`src/ssd_pkg.sv`:
```
// Shared types, constants and segment decode for the seven-segment scan display.
`default_nettype none

package ssd_pkg;

	localparam int unsigned NUM_W    = 16;
	localparam int unsigned DIGIT_W  = 4;
	localparam int unsigned SEG_W    = 7;
	localparam int unsigned SEL_W    = 4;
	localparam int unsigned HIGH_W   = 3;
	localparam int unsigned STORE_D  = 8;
	localparam int unsigned IDX_W    = 3;

	localparam logic OP_LOAD = 1'b0;
	localparam logic OP_TICK = 1'b1;

	localparam logic [DIGIT_W-1:0] BLANK_CODE = 4'd10;

	// Reciprocals for exact floor division of any 16-bit value.
	localparam logic [16:0] RECIP_10    = 17'd52429;  // shift 19
	localparam logic [16:0] RECIP_100   = 17'd83887;  // shift 23
	localparam logic [16:0] RECIP_1000  = 17'd67109;  // shift 26
	localparam logic [16:0] RECIP_10000 = 17'd107375; // shift 30

	typedef struct packed {
		logic [3:0][DIGIT_W-1:0] low;   // page 0, index 0 = ones digit
		logic [HIGH_W-1:0]       high;  // ten-thousands digit
	} ssd_digits_t;

	function automatic logic [SEG_W-1:0] seg_pattern(input logic [DIGIT_W-1:0] code);
		logic [SEG_W-1:0] seg;
		case (code)
			4'd0:    seg = 7'h3F;
			4'd1:    seg = 7'h06;
			4'd2:    seg = 7'h5B;
			4'd3:    seg = 7'h4F;
			4'd4:    seg = 7'h66;
			4'd5:    seg = 7'h6D;
			4'd6:    seg = 7'h7C;
			4'd7:    seg = 7'h07;
			4'd8:    seg = 7'h7F;
			4'd9:    seg = 7'h67;
			default: seg = 7'h00;
		endcase
		return seg;
	endfunction

endpackage

`default_nettype wire

```
`src/seven_segment_scan_display.sv`:
```
// Top level: stream front end, digit store, scan and page timer, result register.
`default_nettype none

// Multiplexed seven-segment scan driver. Each input transaction is a load
// (tuser = 0, tdata = 16-bit number) or a scan tick (tuser = 1). A load writes
// the decimal digits into the store and produces no output; a tick produces one
// output transaction with the segment pattern and one-hot digit select of the
// current scan position, then advances the scan and the page timer. The block
// takes one transaction per clock while the output is not stalled; a tick
// passes through the input register, then the quotient register, then the
// result register, where its output becomes valid.
// All stages hold together while the output is stalled, so m_axis_tready sets
// the throughput. cfg_wr_en / cfg_wr_data load page_period (reset 1000): the
// shown page advances once the tick count exceeds it.

module seven_segment_scan_display
	import ssd_pkg::*;
(
	input  wire logic        clk,
	input  wire logic        arst_n,
	input  wire logic        s_axis_tvalid,
	output logic             s_axis_tready,
	input  wire logic [15:0] s_axis_tdata,  // [15:0] number
	input  wire logic [0:0]  s_axis_tuser,  // [0] opcode
	output logic             m_axis_tvalid,
	input  wire logic        m_axis_tready,
	output logic [15:0]      m_axis_tdata,  // [6:0] segments, [10:7] digit_select
	input  wire logic        cfg_wr_en,
	input  wire logic [15:0] cfg_wr_data
);

	logic en;
	logic valid_s1, valid_s2;
	logic op_s1, op_s2;
	logic [NUM_W-1:0] number_s1;
	ssd_digits_t digits_s2;

	logic [DIGIT_W-1:0] store_q [STORE_D];
	logic two_pages_q;
	logic [1:0] scan_q;
	logic shown_page_q;
	logic [NUM_W-1:0] tick_cnt_q;
	logic [NUM_W-1:0] period_q;
	logic [SEG_W-1:0] seg_q;
	logic [SEL_W-1:0] sel_q;
	logic valid_out_q;

	// hold every stage while a result waits
	assign en            = !m_axis_tvalid || m_axis_tready;
	assign s_axis_tready = en;
	assign m_axis_tvalid = valid_out_q;
	assign m_axis_tdata  = {5'b0, sel_q, seg_q};

	always_ff @(posedge clk or negedge arst_n) begin
		if (!arst_n) begin
			valid_s1 <= 1'b0;
			valid_s2 <= 1'b0;
			op_s1    <= OP_LOAD;
			op_s2    <= OP_LOAD;
		end else if (en) begin
			valid_s1 <= s_axis_tvalid;
			valid_s2 <= valid_s1;
			op_s1    <= s_axis_tuser[0];
			op_s2    <= op_s1;
		end
	end

	always_ff @(posedge clk) begin
		if (en) begin
			number_s1 <= s_axis_tdata;
		end
	end

	ssd_digit_split u_split (
		.clk       (clk),
		.en        (en),
		.number_s1 (number_s1),
		.digits_s2 (digits_s2)
	);

	logic do_load, do_tick;
	logic [IDX_W-1:0] rd_idx;
	logic [NUM_W-1:0] cnt_inc;
	logic page_switch;

	assign do_load     = en && valid_s2 && (op_s2 == OP_LOAD);
	assign do_tick     = en && valid_s2 && (op_s2 == OP_TICK);
	assign rd_idx      = {shown_page_q, scan_q};
	assign cnt_inc     = tick_cnt_q + NUM_W'(1);
	assign page_switch = cnt_inc > period_q;

	always_ff @(posedge clk or negedge arst_n) begin
		if (!arst_n) begin
			for (int k = 0; k < STORE_D; k++) begin
				store_q[k] <= '0;
			end
			two_pages_q <= 1'b0;
		end else if (do_load) begin
			for (int k = 0; k < 4; k++) begin
				store_q[k] <= digits_s2.low[k];
			end
			if (digits_s2.high != '0) begin
				store_q[4]  <= DIGIT_W'(digits_s2.high);
				store_q[5]  <= BLANK_CODE;
				store_q[6]  <= BLANK_CODE;
				store_q[7]  <= BLANK_CODE;
				two_pages_q <= 1'b1;
			end else begin
				two_pages_q <= 1'b0;
			end
		end
	end

	always_ff @(posedge clk or negedge arst_n) begin
		if (!arst_n) begin
			scan_q       <= '0;
			shown_page_q <= 1'b0;
			tick_cnt_q   <= '0;
		end else if (do_tick) begin
			scan_q <= scan_q + 2'd1;
			if (page_switch) begin
				// advance, wrapping to page 0 past the last page in use
				shown_page_q <= !shown_page_q && two_pages_q;
				tick_cnt_q   <= '0;
			end else begin
				tick_cnt_q <= cnt_inc;
			end
		end
	end

	always_ff @(posedge clk or negedge arst_n) begin
		if (!arst_n) begin
			period_q <= NUM_W'(1000);
		end else if (cfg_wr_en) begin
			period_q <= cfg_wr_data;
		end
	end

	always_ff @(posedge clk or negedge arst_n) begin
		if (!arst_n) begin
			valid_out_q <= 1'b0;
		end else if (en) begin
			valid_out_q <= valid_s2 && (op_s2 == OP_TICK);
		end
	end

	always_ff @(posedge clk) begin
		if (do_tick) begin
			seg_q <= seg_pattern(store_q[rd_idx]);
			sel_q <= SEL_W'(4'b1000 >> scan_q);
		end
	end

endmodule

`default_nettype wire

```
`src/ssd_digit_split.sv`:
```
// Decimal split of a 16-bit number: registered reciprocal quotients, then digit extraction.
`default_nettype none

module ssd_digit_split
	import ssd_pkg::*;
(
	input  wire logic             clk,
	input  wire logic             en,
	input  wire logic [NUM_W-1:0] number_s1,
	output ssd_digits_t           digits_s2
);

	logic [32:0] prod1, prod2, prod3, prod4;
	logic [NUM_W-1:0] num_s2;
	logic [12:0] q1_s2;
	logic [9:0]  q2_s2;
	logic [6:0]  q3_s2;
	logic [HIGH_W-1:0] q4_s2;

	assign prod1 = 33'(number_s1) * 33'(RECIP_10);
	assign prod2 = 33'(number_s1) * 33'(RECIP_100);
	assign prod3 = 33'(number_s1) * 33'(RECIP_1000);
	assign prod4 = 33'(number_s1) * 33'(RECIP_10000);

	always_ff @(posedge clk) begin
		if (en) begin
			num_s2 <= number_s1;
			q1_s2  <= prod1[19 +: 13];
			q2_s2  <= prod2[23 +: 10];
			q3_s2  <= prod3[26 +: 7];
			q4_s2  <= prod4[30 +: HIGH_W];
		end
	end

	logic [NUM_W-1:0] r0;
	logic [12:0]      r1;
	logic [9:0]       r2;
	logic [6:0]       r3;

	// digit k = q(k) - 10 * q(k+1)
	always_comb begin
		r0 = num_s2 - NUM_W'({q1_s2, 3'b000}) - NUM_W'({q1_s2, 1'b0});
		r1 = q1_s2 - 13'({q2_s2, 3'b000}) - 13'({q2_s2, 1'b0});
		r2 = q2_s2 - 10'({q3_s2, 3'b000}) - 10'({q3_s2, 1'b0});
		r3 = q3_s2 - 7'({q4_s2, 3'b000}) - 7'({q4_s2, 1'b0});
		digits_s2.low[0] = r0[DIGIT_W-1:0];
		// blank upper digits once the remaining quotient is zero
		digits_s2.low[1] = (q1_s2 == '0) ? BLANK_CODE : r1[DIGIT_W-1:0];
		digits_s2.low[2] = (q2_s2 == '0) ? BLANK_CODE : r2[DIGIT_W-1:0];
		digits_s2.low[3] = (q3_s2 == '0) ? BLANK_CODE : r3[DIGIT_W-1:0];
		digits_s2.high   = q4_s2;
	end

endmodule

`default_nettype wire
```
`config.mk`:
```
export PLATFORM = sky130hd
export DESIGN_NAME = seven_segment_scan_display
export DESIGN_NICKNAME = d
export VERILOG_FILES = /design/src/ssd_pkg.sv /design/src/seven_segment_scan_display.sv /design/src/ssd_digit_split.sv
export SDC_FILE = /design/constraint.sdc
export NUM_CORES = 1
export LEC_CHECK = 0
export BUFFER_PORTS_ARGS = -buffer_cell sky130_fd_sc_hd__buf_2
export CORE_MARGIN = 4
export CORE_UTILIZATION = 55
export CTS_CLUSTER_DIAMETER = 100
export DETAILED_ROUTE_END_ITERATION = 8
export PLACE_DENSITY = 0.78
export SYNTH_ARGS = -nofsm -noshare
export SYNTH_HDL_FRONTEND = slang
export SYNTH_HIERARCHICAL = 1
export SYNTH_SLANG_ARGS = --single-unit
```
`constraint.sdc`:
```
create_clock -name clk -period 8.06 [get_ports clk]
set_clock_uncertainty 0.2 [all_clocks]
set_input_delay 0.403 -clock clk [delete_from_list [all_inputs] [get_ports clk]]
set_output_delay 0.403 -clock clk [all_outputs]
set_load 0.02 [all_outputs]
```
==> metrics.csv <==
metric;value;unit
status;finished clean;
startpoint types;flip-flop;
clk slew on worst S/H paths;90;ps
Root Buffer Master;clkbuf_16;
#FFs+latches synth;125;
first-pass GRT wire length;94600;um
Post-synth EDFFs;64;
post-DP HPWL;50300;um
worst-margin pin slew;756;ps
Max Buffers Root-to-Sink;2;
die area;43200;sq um
Core ar.;39000;sq um
initial antenna violation count;0;
die span in x;208;um
Crit. End Element;flip-flop;
Final #Nets;3066;
FILL cells;3149;
Main synth FF type;edfxtp_1;
CP required;8070;ps
GRT Residual Overflow;0;
arrival time worst endpoint;6810;ps
Num CTS Buffers;17;
Vias/cell;5.61;
Seq/Total Area, Yosys;15.7;%
cts repair resizes;0;
via count;15511;
Cell variety after synth;73;
Die Height;208;um
clk_lat worst skew;460;ps
DP Area;22900;sq um
GRT Total Usage;28.7;%
first-pass iteration count of the detailed router;7;
area of the multi-input gates;16400;sq um
Starting Density;56.3;%
number of global-route vias before repair;16738;
max-cap viol count;0;
drt total wl;59900;um
critical path class;flip-flop to flip-flop;
Mapped Cells;2130;
post-route antenna net violation count;0;
post-synth top area share;28.1;%
max-slew violations;0;
fmax;147;MHz
Post-synth ARST share;48.8;%
synth-to-layout area growth;8.63;%
design area;23800;sq um
CTS tree;built;
Period minus WS final;6800;ps
RSZ-0062 raised after global routing;no;
initial DRC count;1087;
IO Count;56;
Hold Crit Class;input port to flip-flop;
# clock sinks;125;
Residual DRC;0;
Final Hold Vio Count;0;
Synth area leaders;fa_1, ha_1, inv_1;
Crit Path Max Fanout;12;
Yosys top cell by area;fa_1;
H-tree Lvls;4;
largest net degree at the start of global routing;62;
Tcrit/Tclk final;84.4;%
wire length per cell;21.7;um
Placer Congestion;0.997;
ant diodes;0;
YS warnings;6;
port bufs;50;
Setup-failing EPs final;0;
synthesized area;21900;sq um
std cell rows;72;
Synth Area per Inst;10.3;sq um
register area;3460;sq um
slew margin rel.;48.3;%
share of cells above drive strength 1;6.58;%
Fin Setup TNS;0;ps
cell type report:
class	count	share of cell area (%)
clock inverter	14	0.619
multi-input combinational	1449	68.7
timing repair buffer	103	3.08
tap	518	2.72
inverter	540	8.50
clock buffer	18	1.89
sequential	125	14.5
metal layers:
metal	part of all wire (%)	up-vias	routed length, um	GRT usage [%]
met1	41	7726	24500	37.1
met5	0	-	0	0
met3	7.2	109	4330	6.33
met2	48	481	28700	48.0
met4	4.0	0	2410	10.2
li1	-	7195	-	-
placed cells by master (no fill, tap or decap), types with 18 or more instances in the layout:
cell type / instances
nor2_1: 50
ha_1: 484
fa_1: 308
dfrtp_1: 55
o21ai_0: 57
dlygate4sd3_1: 34
clkbuf_16: 18
xor2_1: 27
mux2_2: 22
inv_1: 540
nand2_1: 98
buf_4: 19
nand3_1: 26
a21oi_1: 82
edfxtp_1: 64
buf_2: 50
a21o_1: 26
xnor2_1: 49
worst max-delay path, stage by stage, from the launching register on:
cell	delay [ps]
edfxtp_1	690
ha_1	660
inv_1	200
fa_1	560
inv_1	70
fa_1	510
fa_1	530
fa_1	550
inv_1	60
fa_1	530
inv_1	50
ha_1	290
and4_1	220
or4b_4	490
or3_1	350
o311a_1	140
a31oi_1	240
nor2_1	80
xnor2_1	120
cells in the mapped netlist, types with 4 or more instances:
master       n
o2111ai_1    6
clkbuf_1     8
buf_2        6
o21bai_1     8
dfrtp_1     55
a211oi_1     9
fa_1       308
a22o_1      13
mux2i_1      4
a2111oi_0    4
o211ai_1     9
o21a_1       8
a221oi_1     4
a21oi_1     82
and3_1       8
nand4_1     15
nand3_1     26
inv_1      540
o21ai_0     57
nand2b_1     9
a31oi_1      6
ha_1       484
and2_1       7
nor2_1      50
o31ai_1      7
a21o_1      26
xnor2_1     49
mux2_2      22
nor3_1      16
buf_4        5
nand2_1     98
and4_1       5
nor4_1       7
dfstp_2      6
edfxtp_1    64
nor2b_1     15
xor2_1      27
registers in the layout, indices dropped and copies added, names as in the netlist, 2 cells and up:
name            count
u_split/q4_s2       3
number_s1          16
u_split/q1_s2      13
u_split/num_s2      4
sel_q               4
period_q           16
seg_q               7
u_split/q3_s2       7
store_q            20
u_split/q2_s2      10
tick_cnt_q         16
scan_q              2
final timing paths:
path	start	to	slack, ps	cells past startpoint
min reg2reg	op_s1	op_s1	300	1
max	number_s1[11]	u_split/q4_s2[2]	1260	18
min	cfg_wr_data[15]	period_q[15]	40	3
max reg2reg	number_s1[11]	u_split/q4_s2[2]	1260	18
max in group asynchronous	arst_n	store_q[22]	6700	3
min in group asynchronous	arst_n	tick_cnt_q[3]	450	3
metrics by stage:
stage | hold slack [ps] | utilization, % | std cells | setup WS (ps)
after floorplan | -92.6 | - | 2134 | 1840
after global placement | 285 | 58.7 | 2701 | 1420
after detailed placement | 294 | 58.7 | 2701 | 1280
after CTS | 4.12 | 61.1 | 2767 | 1250
after global routing | 37.6 | 61.1 | 2767 | 663
final | 41.9 | 61.1 | 2767 | 1260
repair_timing:
item                                    CTS  global route
buffers inserted                          0             0
endpoints found under the setup margin    0             0
hold endpoints to repair                 88             0
hold buffers                             34             0
logic make-up (layout without fill, tap and decap cells):
kind of cell	Yosys count	in the layout	share of synthesized area (%)
AOI/OAI and AO/OA	275	275	8.15
xor gates and xnor gates	76	76	3.03
adders and majority gates	792	792	55.7
buffers and inverters	560	675	9.73
DFF	125	125	15.7
muxes	28	28	1.52
other	1	5	0.0171
and+or+nand+nor	273	273	6.10
Power is left out: the tool's default activity adds up to more than one toggle a clock period on the data nets, which glitch-free logic cannot reach.
